## src/rtl/czd_pkg.sv

```systemverilog
`timescale 1ns / 1ps
`default_nettype none
// ----------------------------------------------------------------------------
// czd_pkg: shared types and constants of the COBS / zero pair decoder
// Result record, push bundle between decoder and result buffer, code limits.
// ----------------------------------------------------------------------------
package czd_pkg;

	// Codes above this mark a zero pair in pair mode
	localparam logic [7:0] PAIR_BASE   = 8'hE0;
	// Frame length limits, in encoded bytes
	localparam logic [8:0] LIMIT_PLAIN = 9'd255;
	localparam logic [8:0] LIMIT_PAIR  = 9'd224;
	localparam logic [7:0] ZERO_BYTE   = 8'h00;

	typedef logic [8:0] pos_t;

	typedef struct packed {
		logic [7:0] out_byte;
		logic       has_data;
		logic       last;
		logic       too_long;
	} result_t;

	// Up to two results written into the buffer in one cycle
	typedef struct packed {
		logic [1:0] count;
		result_t    first;
		result_t    second;
	} push_t;

endpackage
`default_nettype wire

```

## src/rtl/czd_if.sv

```systemverilog
`timescale 1ns / 1ps
`default_nettype none
// ----------------------------------------------------------------------------
// czd_if: channel interfaces of the decoder
// Encoded byte input, decoded result output and the mode register write port.
// ----------------------------------------------------------------------------
interface czd_in_if;
	logic       valid;
	logic       ready;
	logic [7:0] in_byte;
	logic       frame_end;

	modport source (output valid, output in_byte, output frame_end, input ready);
	modport sink   (input valid, input in_byte, input frame_end, output ready);
endinterface

interface czd_out_if;
	logic       valid;
	logic       ready;
	logic [7:0] out_byte;
	logic       has_data;
	logic       last;
	logic       too_long;

	modport source (output valid, output out_byte, output has_data, output last,
		output too_long, input ready);
	modport sink   (input valid, input out_byte, input has_data, input last,
		input too_long, output ready);
endinterface

interface czd_cfg_if;
	logic valid;
	logic ready;
	logic zero_pair_mode;

	modport source (output valid, output zero_pair_mode, input ready);
	modport sink   (input valid, input zero_pair_mode, output ready);
endinterface
`default_nettype wire

```

## src/rtl/czd_result_buf.sv

```systemverilog
`timescale 1ns / 1ps
`default_nettype none
// ----------------------------------------------------------------------------
// czd_result_buf: three-entry result queue in front of the output channel
// Takes zero, one or two results a cycle and presents one per transaction.
// ----------------------------------------------------------------------------
module czd_result_buf
	import czd_pkg::*;
(
	input  wire logic   clk,
	input  wire logic   arst_n,
	input  push_t       push,
	output logic        room,
	czd_out_if.source   out_ch
);

	localparam int DEPTH = 3;

	result_t    mem_q [DEPTH];
	logic [1:0] rd_ptr_q;
	logic [1:0] wr_ptr_q;
	logic [1:0] count_q;
	logic       pop;
	result_t    head;

	function automatic logic [1:0] ptr_inc(input logic [1:0] p);
		ptr_inc = (p == 2'(DEPTH - 1)) ? 2'd0 : p + 2'd1;
	endfunction

	// Room for a pair whenever at most one entry is held
	assign room = !count_q[1];
	assign pop  = out_ch.valid && out_ch.ready;
	assign head = mem_q[rd_ptr_q];

	assign out_ch.valid    = (count_q != 2'd0);
	assign out_ch.out_byte = head.out_byte;
	assign out_ch.has_data = head.has_data;
	assign out_ch.last     = head.last;
	assign out_ch.too_long = head.too_long;

	// Store pushed results at the write pointer
	always_ff @(posedge clk) begin
		if (push.count != 2'd0) begin
			mem_q[wr_ptr_q] <= push.first;
		end
		if (push.count == 2'd2) begin
			mem_q[ptr_inc(wr_ptr_q)] <= push.second;
		end
	end

	// Advance pointers and occupancy
	always_ff @(posedge clk or negedge arst_n) begin
		if (!arst_n) begin
			rd_ptr_q <= 2'd0;
			wr_ptr_q <= 2'd0;
			count_q  <= 2'd0;
		end else begin
			if (pop) begin
				rd_ptr_q <= ptr_inc(rd_ptr_q);
			end
			if (push.count == 2'd1) begin
				wr_ptr_q <= ptr_inc(wr_ptr_q);
			end else if (push.count == 2'd2) begin
				wr_ptr_q <= ptr_inc(ptr_inc(wr_ptr_q));
			end
			count_q <= count_q + push.count - {1'b0, pop};
		end
	end

endmodule
`default_nettype wire

```

## src/rtl/cobs_zpe_stream_decoder.sv

```systemverilog
`timescale 1ns / 1ps
`default_nettype none
// ----------------------------------------------------------------------------
// cobs_zpe_stream_decoder: streaming COBS decoder with zero pair elimination
// Decodes one encoded byte per transaction into zero, one or two results.
// ----------------------------------------------------------------------------
// Usage:
//   in_ch carries one encoded byte per transaction, frame_end on the last one.
//   out_ch carries decoded bytes; the final result of a frame has last set,
//   with has_data low for a bare end marker and too_long set when the frame
//   passed 255 bytes (plain) or 224 bytes (pair mode).
//   cfg_ch writes zero_pair_mode and is always ready; the user must write it
//   between frames while the block is idle, which the block does not enforce.
// A result is written into the result queue when its input transaction is
//   accepted. Throughput: one byte per cycle while in_ch.ready is high; a code
//   byte closing a zero pair pushes two results, and the three-entry result
//   queue then holds in_ch.ready low until the receiver takes a result.
// in_ch.ready is high while the result queue holds at most one entry, so a
//   stalled receiver stops intake after at most three further results.
// Reset clears frame state, the mode register and the result queue; there is
//   no clearing pass.
// ----------------------------------------------------------------------------
module cobs_zpe_stream_decoder
	import czd_pkg::*;
(
	input  wire logic clk,
	input  wire logic arst_n,
	czd_in_if.sink    in_ch,
	czd_out_if.source out_ch,
	czd_cfg_if.sink   cfg_ch
);

	logic       mode_q;
	pos_t       pos_q;
	pos_t       ncp_q;
	logic       pair_q;
	logic       ovf_q;

	pos_t       pos_d;
	pos_t       ncp_d;
	logic       pair_d;
	logic       ovf_d;
	pos_t       limit;
	logic       code_pair;
	pos_t       code_len;
	logic       accept;
	logic       room;
	push_t      push;
	result_t    zero_res;

	assign cfg_ch.ready = 1'b1;
	assign in_ch.ready  = room;
	assign accept       = in_ch.valid && in_ch.ready;

	// Mode register
	always_ff @(posedge clk or negedge arst_n) begin
		if (!arst_n) begin
			mode_q <= 1'b0;
		end else if (cfg_ch.valid && cfg_ch.ready) begin
			mode_q <= cfg_ch.zero_pair_mode;
		end
	end

	// Decode one byte: next frame state and the results it gives
	always_comb begin
		limit     = mode_q ? LIMIT_PAIR : LIMIT_PLAIN;
		code_pair = mode_q && (in_ch.in_byte > PAIR_BASE);
		code_len  = code_pair ? {1'b0, in_ch.in_byte - PAIR_BASE} : {1'b0, in_ch.in_byte};
		zero_res  = '{out_byte: ZERO_BYTE, has_data: 1'b1, last: 1'b0, too_long: 1'b0};

		pos_d       = pos_q;
		ncp_d       = ncp_q;
		pair_d      = pair_q;
		ovf_d       = ovf_q || (pos_q >= limit);
		push.count  = 2'd0;
		push.first  = zero_res;
		push.second = zero_res;

		priority if (ovf_d) begin
			// drop bytes past the limit
		end else if (pos_q == '0) begin
			ncp_d  = code_len;
			pair_d = code_pair;
			pos_d  = 9'd1;
		end else if (pos_q == ncp_q) begin
			push.count = pair_q ? 2'd2 : 2'd1;
			ncp_d      = ncp_q + code_len;
			pair_d     = code_pair;
			pos_d      = pos_q + 9'd1;
		end else begin
			push.count          = 2'd1;
			push.first.out_byte = in_ch.in_byte;
			pos_d               = pos_q + 9'd1;
		end

		// Close the frame: mark the final result and restart
		if (in_ch.frame_end) begin
			if (ovf_d) begin
				push.count = 2'd1;
				push.first = '{out_byte: ZERO_BYTE, has_data: 1'b0, last: 1'b1,
					too_long: 1'b1};
			end else if (push.count == 2'd0) begin
				push.count = 2'd1;
				push.first = '{out_byte: ZERO_BYTE, has_data: 1'b0, last: 1'b1,
					too_long: 1'b0};
			end else if (push.count == 2'd1) begin
				push.first.last = 1'b1;
			end else begin
				push.second.last = 1'b1;
			end
			pos_d  = '0;
			ncp_d  = '0;
			pair_d = 1'b0;
			ovf_d  = 1'b0;
		end

		if (!accept) begin
			push.count = 2'd0;
		end
	end

	// Frame state
	always_ff @(posedge clk or negedge arst_n) begin
		if (!arst_n) begin
			pos_q  <= '0;
			ncp_q  <= '0;
			pair_q <= 1'b0;
			ovf_q  <= 1'b0;
		end else if (accept) begin
			pos_q  <= pos_d;
			ncp_q  <= ncp_d;
			pair_q <= pair_d;
			ovf_q  <= ovf_d;
		end
	end

	czd_result_buf u_result_buf (
		.clk    (clk),
		.arst_n (arst_n),
		.push   (push),
		.room   (room),
		.out_ch (out_ch)
	);

endmodule
`default_nettype wire

```

## src/flat_wrapper.sv

```systemverilog
// flat-port wrapper written by rule: the top's interface ports become plain ports
module cobs_zpe_stream_decoder_flat import czd_pkg::*;
  (clk, arst_n, in_ch_valid, in_ch_in_byte, in_ch_frame_end, in_ch_ready, out_ch_valid, out_ch_out_byte, out_ch_has_data, out_ch_last, out_ch_too_long, out_ch_ready, cfg_ch_valid, cfg_ch_zero_pair_mode, cfg_ch_ready);
  czd_in_if in_ch_i ();
  czd_out_if out_ch_i ();
  czd_cfg_if cfg_ch_i ();
  input  wire logic clk;
  input  wire logic arst_n;
  input wire logic [$bits(in_ch_i.valid)-1:0] in_ch_valid;
  input wire logic [$bits(in_ch_i.in_byte)-1:0] in_ch_in_byte;
  input wire logic [$bits(in_ch_i.frame_end)-1:0] in_ch_frame_end;
  output wire logic [$bits(in_ch_i.ready)-1:0] in_ch_ready;
  output wire logic [$bits(out_ch_i.valid)-1:0] out_ch_valid;
  output wire logic [$bits(out_ch_i.out_byte)-1:0] out_ch_out_byte;
  output wire logic [$bits(out_ch_i.has_data)-1:0] out_ch_has_data;
  output wire logic [$bits(out_ch_i.last)-1:0] out_ch_last;
  output wire logic [$bits(out_ch_i.too_long)-1:0] out_ch_too_long;
  input wire logic [$bits(out_ch_i.ready)-1:0] out_ch_ready;
  input wire logic [$bits(cfg_ch_i.valid)-1:0] cfg_ch_valid;
  input wire logic [$bits(cfg_ch_i.zero_pair_mode)-1:0] cfg_ch_zero_pair_mode;
  output wire logic [$bits(cfg_ch_i.ready)-1:0] cfg_ch_ready;
  assign in_ch_i.valid = in_ch_valid;
  assign in_ch_i.in_byte = in_ch_in_byte;
  assign in_ch_i.frame_end = in_ch_frame_end;
  assign in_ch_ready = in_ch_i.ready;
  assign out_ch_valid = out_ch_i.valid;
  assign out_ch_out_byte = out_ch_i.out_byte;
  assign out_ch_has_data = out_ch_i.has_data;
  assign out_ch_last = out_ch_i.last;
  assign out_ch_too_long = out_ch_i.too_long;
  assign out_ch_i.ready = out_ch_ready;
  assign cfg_ch_i.valid = cfg_ch_valid;
  assign cfg_ch_i.zero_pair_mode = cfg_ch_zero_pair_mode;
  assign cfg_ch_ready = cfg_ch_i.ready;
  cobs_zpe_stream_decoder u_core (.clk(clk), .arst_n(arst_n), .in_ch(in_ch_i), .out_ch(out_ch_i), .cfg_ch(cfg_ch_i));
endmodule
```

## config.mk

```make
export PLATFORM = sky130hd
export DESIGN_NAME = cobs_zpe_stream_decoder_flat
export DESIGN_NICKNAME = d
export VERILOG_FILES = /design/src/rtl/czd_pkg.sv /design/src/rtl/czd_if.sv /design/src/rtl/czd_result_buf.sv /design/src/rtl/cobs_zpe_stream_decoder.sv /design/src/flat_wrapper.sv
export SDC_FILE = /design/constraint.sdc
export NUM_CORES = 1
export LEC_CHECK = 0
export BUFFER_PORTS_ARGS = -buffer_cell sky130_fd_sc_hd__buf_4
export CAP_MARGIN = 0
export CORE_MARGIN = 4
export CORE_UTILIZATION = 50
export CTS_BUF_LIST = sky130_fd_sc_hd__clkbuf_4 sky130_fd_sc_hd__clkbuf_8 sky130_fd_sc_hd__clkbuf_16
export DETAILED_ROUTE_END_ITERATION = 10
export PLACE_DENSITY_LB_ADDON = 0.08
export SLEW_MARGIN = 0
export SYNTH_ARGS = -nofsm -noshare
export SYNTH_HDL_FRONTEND = slang
export SYNTH_SLANG_ARGS = --single-unit
```

## constraint.sdc

```tcl
create_clock -name clk -period 4.15 [get_ports clk]
set_input_delay 0.2075 -clock clk [delete_from_list [all_inputs] [get_ports clk]]
set_output_delay 0.2075 -clock clk [all_outputs]
set_load 0.01 [all_outputs]
```

# ---- Yosys cells after proc, flatten, opt, wreduce, memory -nomap -nowiden
# Memories as Yosys holds them, arrays and structs flattened.
# Index checks and enable logic that the tools add are counted.
dict set report word_totals {
  n_memories 1
  reg_bits 27
  in_bits 15
  ramBits 33
}
# memory depth width rd rd_clocked_by_memory_dff write_ports line
set memory_table {}
lappend memory_table {u_core.u_result_buf.mem_q 3 11 1 0 2 czd_result_buf.sv:19} ;# result_t mem_q [DEPTH];
dict set report op_classes {
  magnitude_cmp 2
  n_addsub 8
  reduce_logical 13
  n_eq_ne 8
  muxes 38
}
# cell n
set op_table {}
lappend op_table {{2-to-1 mux 9 bit} 7}
lappend op_table {{2-to-1 mux 13 bit} 2}
lappend op_table {{2-to-1 mux 10 bit} 2}
lappend op_table {{2-to-1 mux 2 bit} 8}
lappend op_table {{2-to-1 mux 8 bit} 2}
lappend op_table {{2-to-1 mux 1 bit} 15}
lappend op_table {{2-to-1 mux 11 bit} 1}
lappend op_table {{adder 9 x 1 -> 9 bit, second input constant} 1}
lappend op_table {{adder 9 bit} 1}
lappend op_table {{== test 9 bit} 1}
lappend op_table {{greater-or-equal comparator 9 bit} 1}
lappend op_table {{zero test 9 bit} 1}
lappend op_table {{== test 2 bit, second input constant} 4}
lappend op_table {{greater-than comparator 8 bit, second input constant} 1}
lappend op_table {{subtractor 8 bit, second input constant} 1}
lappend op_table {{adder 2 x 1 -> 2 bit, second input constant} 3}
lappend op_table {{nonzero test 2 bit} 3}
lappend op_table {{2-to-1 mux 5 bit} 1}
lappend op_table {{== test 2 x 1 -> 1 bit, second input constant} 2}
lappend op_table {{logical AND 1 bit} 3}
lappend op_table {{AND reduction 3 bit} 1}
lappend op_table {{nonzero test 3 bit} 1}
lappend op_table {{adder 2 bit} 1}
lappend op_table {{zero test 2 bit} 1}
lappend op_table {{other kinds (5)} 5}

# ---- Depth between registers and ports, before layout
# Gate-level depths: netlist of run 1.
dict set report logic_depth {
  ltp_word 13
  mapped_depth 14
  ltp_nobuf 13
}

# ---- Cells and area by module
# A second synthesis of run 1 with hierarchy kept.
dict set report hier_totals {
  cells_unflattened 381
  hier_area_um2 4082.7
}
# mod instances seq_area_each_um2 cells_per_inst area_each_um2
set modules_own_cells {}
lappend modules_own_cells {czd_result_buf 1 1141.1 150 2064.5}
lappend modules_own_cells {cobs_zpe_stream_decoder 1 525.5 231 2018.2}

# ---- Worst setup path before layout of run 1
# OpenSTA, ideal clock, no wires.
dict set report synth_timing {
  kind {register -> register}
  from {register u_core.pos_q[4]}
  to {memory u_core.u_result_buf.mem_q[2][2] in the netlist's numbering}
  n_path_buf 0
  arrival_ps 2886
  required_time_ps 4028
  stages_incl_launch_ff 13
  slack_ps 1142
  cell_sequence {dfrtp_1 > ha_1 > a21oi_1 > o21ai_2 > a211oi_4 > nand3_1 > nand3b_1 > ha_1 > nor2_1 > and2_1 > nor2_1 > inv_1 > o32a_1}
}
# item line
set synth_rtl {}
lappend synth_rtl {{from (decl)} cobs_zpe_stream_decoder.sv:34} ;# pos_t pos_q;
lappend synth_rtl {{from (signal assigned)} cobs_zpe_stream_decoder.sv:130} ;# pos_q <= pos_d;
lappend synth_rtl {{to (decl)} czd_result_buf.sv:19}

==> flow_summary.toml, run 1 <==
[cts]
clock_latency_ns = 0.34
cts_resized = 0
ctsHoldBuffers = 1
htree_levels = 3
cts_root_buffer = "clkbuf_8"
cts_buffers = 9
postCtsSetupBuffers = 0
tritoncts = "yes"
cts.sinks = 60
ctsLongestPathBuffers = 2
clkTransAtPathRegs_ns = 0.07

[sta]
setup_tns_ns = 0
relSlewSlack_pct = 46.74
fin_skew_ns = 0.005547
period_share_pct = 83.82
timing.final.ws_setup_ns = 0.6713
setup_viol = 0
max_freq_ghz = 0.2875
max_slew.worst_pin.slew_ns = 0.7989
hold_viol = 0
rsz0062_at_grt = "no"
fin_crit_ns = 3.479
drv_slew = 0

[synthesis]
ys_warn_count = 0
ys_ff_latch = 60
syn-instance-count = 374
synth_cell_type_count = 74
synth_edf_count = 3
synth_sequential_area_ratio_pct = 37.16
avgSynthCellArea_um2 = 9.832
synth-main-ff-cell = "dfxtp_1"
synth_compound_area_share_pct = 22.83
syn_nets = 411
synth_mux_area_share_pct = 6.295
synth_fa_ha_area_share_pct = 7.690
synth_xor_xnor_area_share_pct = 3.573
synth_top_family_by_area = "compound AO/OA/AOI/OAI gates"
netlist_area_mm2 = 0.003677
synthSimpleGateAreaFrac_pct = 17.01
async_flop_share_pct = 45.00

[worst_setup_path]
start_kind = "flip-flop"
critical_path.cell_chain = "ha_1 -> a21oi_1 -> o21ai_2 -> a211oi_4 -> nand3_1 -> nand3b_1 -> ha_1 -> nor3_1 -> a21oi_1 -> inv_1 -> o32a_1"
rrSetupSlack_ns = 0.67
ff2ff_path_depth = 11
required_ns = 4.38
cp.arrival_ns = 3.71
reg2reg_from = "u_core.pos_q[4]"
cp-end-kind = "flip-flop"
critical_path_class = "reg2reg"
worstPathMaxFanout = 10
slowest_stage = "a21oi_1"
reg2reg_to = "u_core.u_result_buf.mem_q[0][2]"
max_stage_delay_ns = 0.64

[placed_design]
dp_slack_ns = 0.7035
port_buffers = 27
dp_hpwl_um = 6242
place.gp.congestion = 0.8568

[global_routing]
grt_usage_pct = 21.37
grt_first_pass_wirelength_um = 14630
grt_max_degree = 28
antenna_found_initial = 0
overflow = 0
first_global_vias = 2824

[route]
vias_per_cell = 5.765
postRouteAntennaNets = 0
drt_pass1_iterations = 4
drc = 0
wl_um = 8573
vias = 2894
wl_per_cell_um = 17.08
drt-initial-drc-count = 131

[power]
power.share.combinational_pct = 43.5
swShare_pct = 39.56
clkPwrFrac_pct = 21.3
vdd_drop_max_uv = 252.2
p_per_area_mw_per_mm2 = 669.4
p_switching_mw = 1.096
seq_power_share_pct = 35.2
intPower_mw = 1.675
leakagePower_nw = 1.845

[layout]
drive_above_1_share_pct = 17.87
diodes = 0
area_delta_synth_final_pct = 12.59
nNetsFinal = 435
nFillCells = 661

[flow_run]
drv_cap = 0

[floorplanning]
dieArea_mm2 = 0.008791
core_area_mm2 = 0.007214
num_rows = 31
start_util_pct = 50.97
die_h_um = 93.76
fp.dieW_um = 93.76
pin_count = 29

[status]
status = "finished, final reports clean"

[hold_path]
whs_path_depth = 2
hold_path_end = "u_core.mode_q"
worstHoldPathType = "in2reg"
hp-start = "cfg_ch_valid"
## flip-flops by register name, indices dropped and copies added, names as in the netlist, 2 cells and up
register                      flops
u_core.u_result_buf.mem_q        33
u_core.ncp_q                      9
u_core.pos_q                      9
u_core.u_result_buf.count_q       2
u_core.u_result_buf.rd_ptr_q      2
u_core.u_result_buf.wr_ptr_q      2
## per-stage QoR
stage	cells	power [mW]	cell area (um^2)	hold WS [ns]	util [%]
finish	502	2.772	4140	0.05810	57.39
global route	502	2.985	4140	0.08793	57.39
CTS	502	2.791	4140	0.04024	57.39
detailed placement	485	2.192	3897	0.1629	54.02
global placement	485	2.165	3897	0.1613	54.02
floorplan	374	1.884	3677	-0.08809	-
## logic make-up after synthesis
group,after synthesis
xor gates and xnor gates,15
and+or+nand+nor,111
adders and majority gates,22
other,1
AOI/OAI and AO/OA,106
buffers and inverters,36
DFF,60
muxes,23
## layout by cell type, fill, tap and decap left out, types with 4 or more instances in the layout
master | synthesis | final
nor2_1 | 15 | 15
nand2_1 | 38 | 38
inv_1 | 18 | 18
nor2b_1 | 5 | 5
o2bb2ai_1 | 8 | 8
mux2i_1 | 22 | 22
buf_4 | 2 | 30
xnor2_1 | 10 | 10
a22o_1 | 29 | 29
xor2_1 | 5 | 5
dfrtp_1 | 27 | 27
clkbuf_8 | 0 | 10
o21ai_0 | 20 | 20
nand3_1 | 12 | 12
nor3_1 | 6 | 6
nand4_1 | 4 | 4
ha_1 | 21 | 21
a21oi_1 | 12 | 12
dfxtp_1 | 30 | 30
## how the worst max path moves through the flow
stage                     from                              end  slack, ns  cells after the start
6_report       u_core.pos_q[4]  u_core.u_result_buf.mem_q[0][2]       0.67                     11
4_1_cts        u_core.pos_q[4]  u_core.u_result_buf.mem_q[0][2]       0.68                     11
2_1_floorplan  u_core.pos_q[4]  u_core.u_result_buf.mem_q[2][2]       1.14                     12
5_1_grt          u_core.mode_q  u_core.u_result_buf.mem_q[0][2]       0.39                     12
3_5_place_dp   u_core.pos_q[4]  u_core.u_result_buf.mem_q[0][2]       0.70                     11
3_3_place_gp   u_core.pos_q[4]  u_core.u_result_buf.mem_q[0][2]       0.79                     11
## worst max-delay path: cells and delay by family (launching register included)
family / cells / cell delay (ns)
AO/OA/AOI/OAI: 5 / 1.53
flip-flops: 1 / 0.47
buffers and inverters: 1 / 0.14
adder cells (fa/ha/maj): 2 / 0.63
AND/OR/NAND/NOR: 3 / 0.60
## routing by layer
| metal | up-vias | routed length, um | GRT usage [%] |
|---|---|---|---|
| met5 | - | 0 | 0 |
| met4 | 0 | 170 | 9.386 |
| met3 | 16 | 251 | 3.446 |
| met2 | 45 | 3927 | 32.05 |
| met1 | 1396 | 4223 | 30.27 |
| li1 | 1437 | - | - |
## power groups by stage
stage               combinational (mW)  clock (mW)  sequential, mW
detailed placement                1.21           0           0.986
global route                      1.34       0.628            1.01
floorplan                         1.01           0           0.877
global placement                  1.18           0           0.981
finish                            1.21       0.590           0.976
CTS                               1.21       0.604           0.975
## layout make-up
type	instances	area [um^2]	share of cell area, %
repair buffers	31	235.2	5.681
inverters	18	67.56	1.632
clock buffers	13	212.7	5.138
multi-input cells	278	2115	51.07
flip-flops and latches	60	1366	33.00
clock inverters	3	20.02	0.4835
well taps	99	123.9	2.992
## synthesized netlist by cell type, types with 3 or more instances
master / count / area, um^2
o221ai_1: 3 / 26.28
o32a_1: 3 / 30.03
nor3_1: 6 / 30.03
dfxtp_1: 30 / 600.6
nand3_1: 12 / 60.06
edfxtp_1: 3 / 90.09
nand4_1: 4 / 25.02
o21ai_0: 20 / 100.1
ha_1: 21 / 262.8
nor2_1: 15 / 56.30
nor3_4: 3 / 48.80
dfrtp_1: 27 / 675.7
clkbuf_1: 5 / 18.77
nor2b_1: 5 / 31.28
inv_1: 18 / 67.56
a21oi_1: 12 / 60.06
mux2i_1: 22 / 220.2
a22o_1: 29 / 254.0
xnor2_1: 10 / 87.58
o2bb2ai_1: 8 / 70.07
buf_2: 3 / 15.01
xor2_1: 5 / 43.79
buf_6: 5 / 56.30
and3_1: 3 / 18.77
nand2_1: 38 / 142.6
(Power assumes the default switching activity.)
==> run 2: changes to the inputs <==
==> constraint.sdc (replaced) <==
create_clock -name clk -period 3.54 [get_ports clk]
set_input_delay 0.177 -clock clk [delete_from_list [all_inputs] [get_ports clk]]
set_output_delay 0.177 -clock clk [all_outputs]
set_load 0.01 [all_outputs]
==> run 2 against run 1 <==
Worst hold slack got worse by 0.042 ns. Via count grew 1.9%. Register-to-register slack worse by 0.37 ns. Clock skew increased by 0.0063 ns. Sequential power up 17%. Core utilization rose by 0.29 points. Maximum frequency is 7.3% higher. Sequential cell count unchanged. Global-route usage decreased by 0.37 points.
==> flow_summary.toml, run 2 (synthesized netlist as in run 1, its figures left out) <==
[status]
status = "finished, final reports clean"

[layout]
nFillCells = 686
utilization_pct = 57.68
area_delta_synth_final_pct = 13.17
drive_above_1_share_pct = 18.97
final_cell_mix = "38 x nand2_1, 33 x buf_4, 30 x dfxtp_1"
stdcell_count = 505
largest_register = "u_core.u_result_buf.mem_q"
layout_commonest_cell = "nand2_1"
largest_reg_flops = 33
diodes = 0
reg.largest.list = "u_core.u_result_buf.mem_q x33, u_core.ncp_q x9, u_core.pos_q x9"
nNetsFinal = 438

[sta]
relSlewSlack_pct = 49.89
setup_tns_ns = 0
drv_slew = 0
hold_viol = 0
rsz0062_at_grt = "no"
max_slew.worst_pin.slew_ns = 0.7516
period_share_pct = 91.56
timing.final.ws_setup_ns = 0.2988
fin_skew_ns = 0.01186
setup_viol = 0
max_freq_ghz = 0.3085
fin_crit_ns = 3.241
fin_hold_ws_ns = 0.01651

[cts]
cts_buffers = 9
clkTransAtPathRegs_ns = 0.08
postCtsSetupBuffers = 0
cts_root_buffer = "clkbuf_8"
clock_latency_ns = 0.34
cts.sinks = 60
htree_levels = 3
tritoncts = "yes"
ctsLongestPathBuffers = 2

[worst_setup_path]
cp.arrival_ns = 3.44
start_kind = "flip-flop"
critPathTopFamily = "simple AND/OR/NAND/NOR gates"
cp_common_cell = "ha_1"
critical_path.cell_chain = "ha_1 -> a21oi_1 -> o21ai_2 -> a211oi_4 -> nor2_1 -> nand3b_1 -> ha_1 -> or3b_2 -> or2_2 -> mux2i_1"
cp-end-kind = "flip-flop"
worstPathMaxFanout = 7
max_stage_delay_ns = 0.52
slowest_stage = "or3b_2"
required_ns = 3.74
crit_buf_inv = 0
critical_path_class = "reg2reg"

[route]
drt_pass1_iterations = 4
drt-initial-drc-count = 115
wl_um = 8551
postRouteAntennaNets = 0
drc = 0
vias = 2948
vias_per_cell = 5.838
wl_per_cell_um = 16.93

[floorplanning]
core_area_mm2 = 0.007214
num_rows = 31
pin_count = 29
die_h_um = 93.76
fp.dieW_um = 93.76
start_util_pct = 50.97
dieArea_mm2 = 0.008791

[global_routing]
overflow = 0
first_global_vias = 2906
grt_first_pass_wirelength_um = 14320
grt_usage_pct = 21.00
antenna_found_initial = 0
grt_max_degree = 28

[power]
p_per_area_mw_per_mm2 = 783.0
swShare_pct = 39.87
power.share.combinational_pct = 43.5
p_switching_mw = 1.299
leakagePower_nw = 1.856
seq_power_share_pct = 35.1
clkPwrFrac_pct = 21.4
intPower_mw = 1.959
vdd_drop_max_uv = 263.8

[placed_design]
dp_slack_ns = 0.1258
dp.cells = 488
port_buffers = 27
place.gp.congestion = 0.8820
dp_hpwl_um = 6224

[flow_run]
drv_cap = 0

[hold_path]
worstHoldPathType = "in2reg"
[run 2: cell count changes in the layout (fill, tap and decap cells not counted)]
cell	change
a21oi_1	-1
clkinv_2	-1
bufinv_16	+1
inv_6	+2
buf_4	+3
nor2_1	-1
a21oi_2	+1
clkbuf_16	-2
nor2_2	+1
[run 2: power groups by stage]
stage	registers, mW	logic (mW)	clock network, mW
floorplan	1.03	1.18	0
global placement	1.15	1.40	0
detailed placement	1.16	1.42	0
CTS	1.14	1.43	0.714
global route	1.18	1.58	0.749
finish	1.14	1.42	0.698
[run 2: what timing repair did]
action                                  in CTS  in global routing
hold endpoints to repair                    27                  0
endpoints found under the setup margin       0                 15
resized for setup                            0                  2
hold buffers                                 1                  0
[run 2: worst reg2reg max path: cells and delay by family (launching register included)]
family | cells | cell delay, ns
AOI/OAI and AO/OA | 3 | 0.70
adders and majority gates | 2 | 0.66
DFF | 1 | 0.46
muxes | 1 | 0.13
and+or+nand+nor | 4 | 1.14
[run 2: layer usage]
layer / part of all wire (%) / track usage, % / routed length (um)
met1: 47 / 28.17 / 4022
met2: 46 / 33.23 / 3951
met3: 4.4 / 3.285 / 377
met4: 2.3 / 9.507 / 200
met5: 0 / 0 / 0
[run 2: layout make-up]
type,instances,area (um^2),area share (%)
inverter,18,67.56,1.624
clock inverter,5,62.56,1.503
tap,99,123.9,2.977
sequential,60,1366,32.83
multi-input combinational,278,2121,50.96
timing repair buffer,34,257.7,6.194
clock buffer,11,162.7,3.909
[run 2: metrics by stage]
step / power [mW] / area (um^2)
after floorplan: 2.208 / 3677
after global placement: 2.549 / 3920
after detailed placement: 2.571 / 3920
after CTS: 3.282 / 4155
after global routing: 3.510 / 4161
final: 3.258 / 4161
[run 2: worst paths after layout]
check	start	endpoint	slack, ns	cells after the start
worst max register to register	u_core.mode_q	u_core.u_result_buf.mem_q[1][1]	0.30	10
worst max-delay path	u_core.mode_q	u_core.u_result_buf.mem_q[1][1]	0.30	10
worst min register to register	u_core.u_result_buf.mem_q[0][0]	u_core.u_result_buf.mem_q[0][0]	0.46	2
max in group asynchronous	arst_n	u_core.pair_q	2.95	2
min in group asynchronous	arst_n	u_core.ncp_q[4]	0.30	2
worst min-delay path	cfg_ch_valid	u_core.mode_q	0.02	2
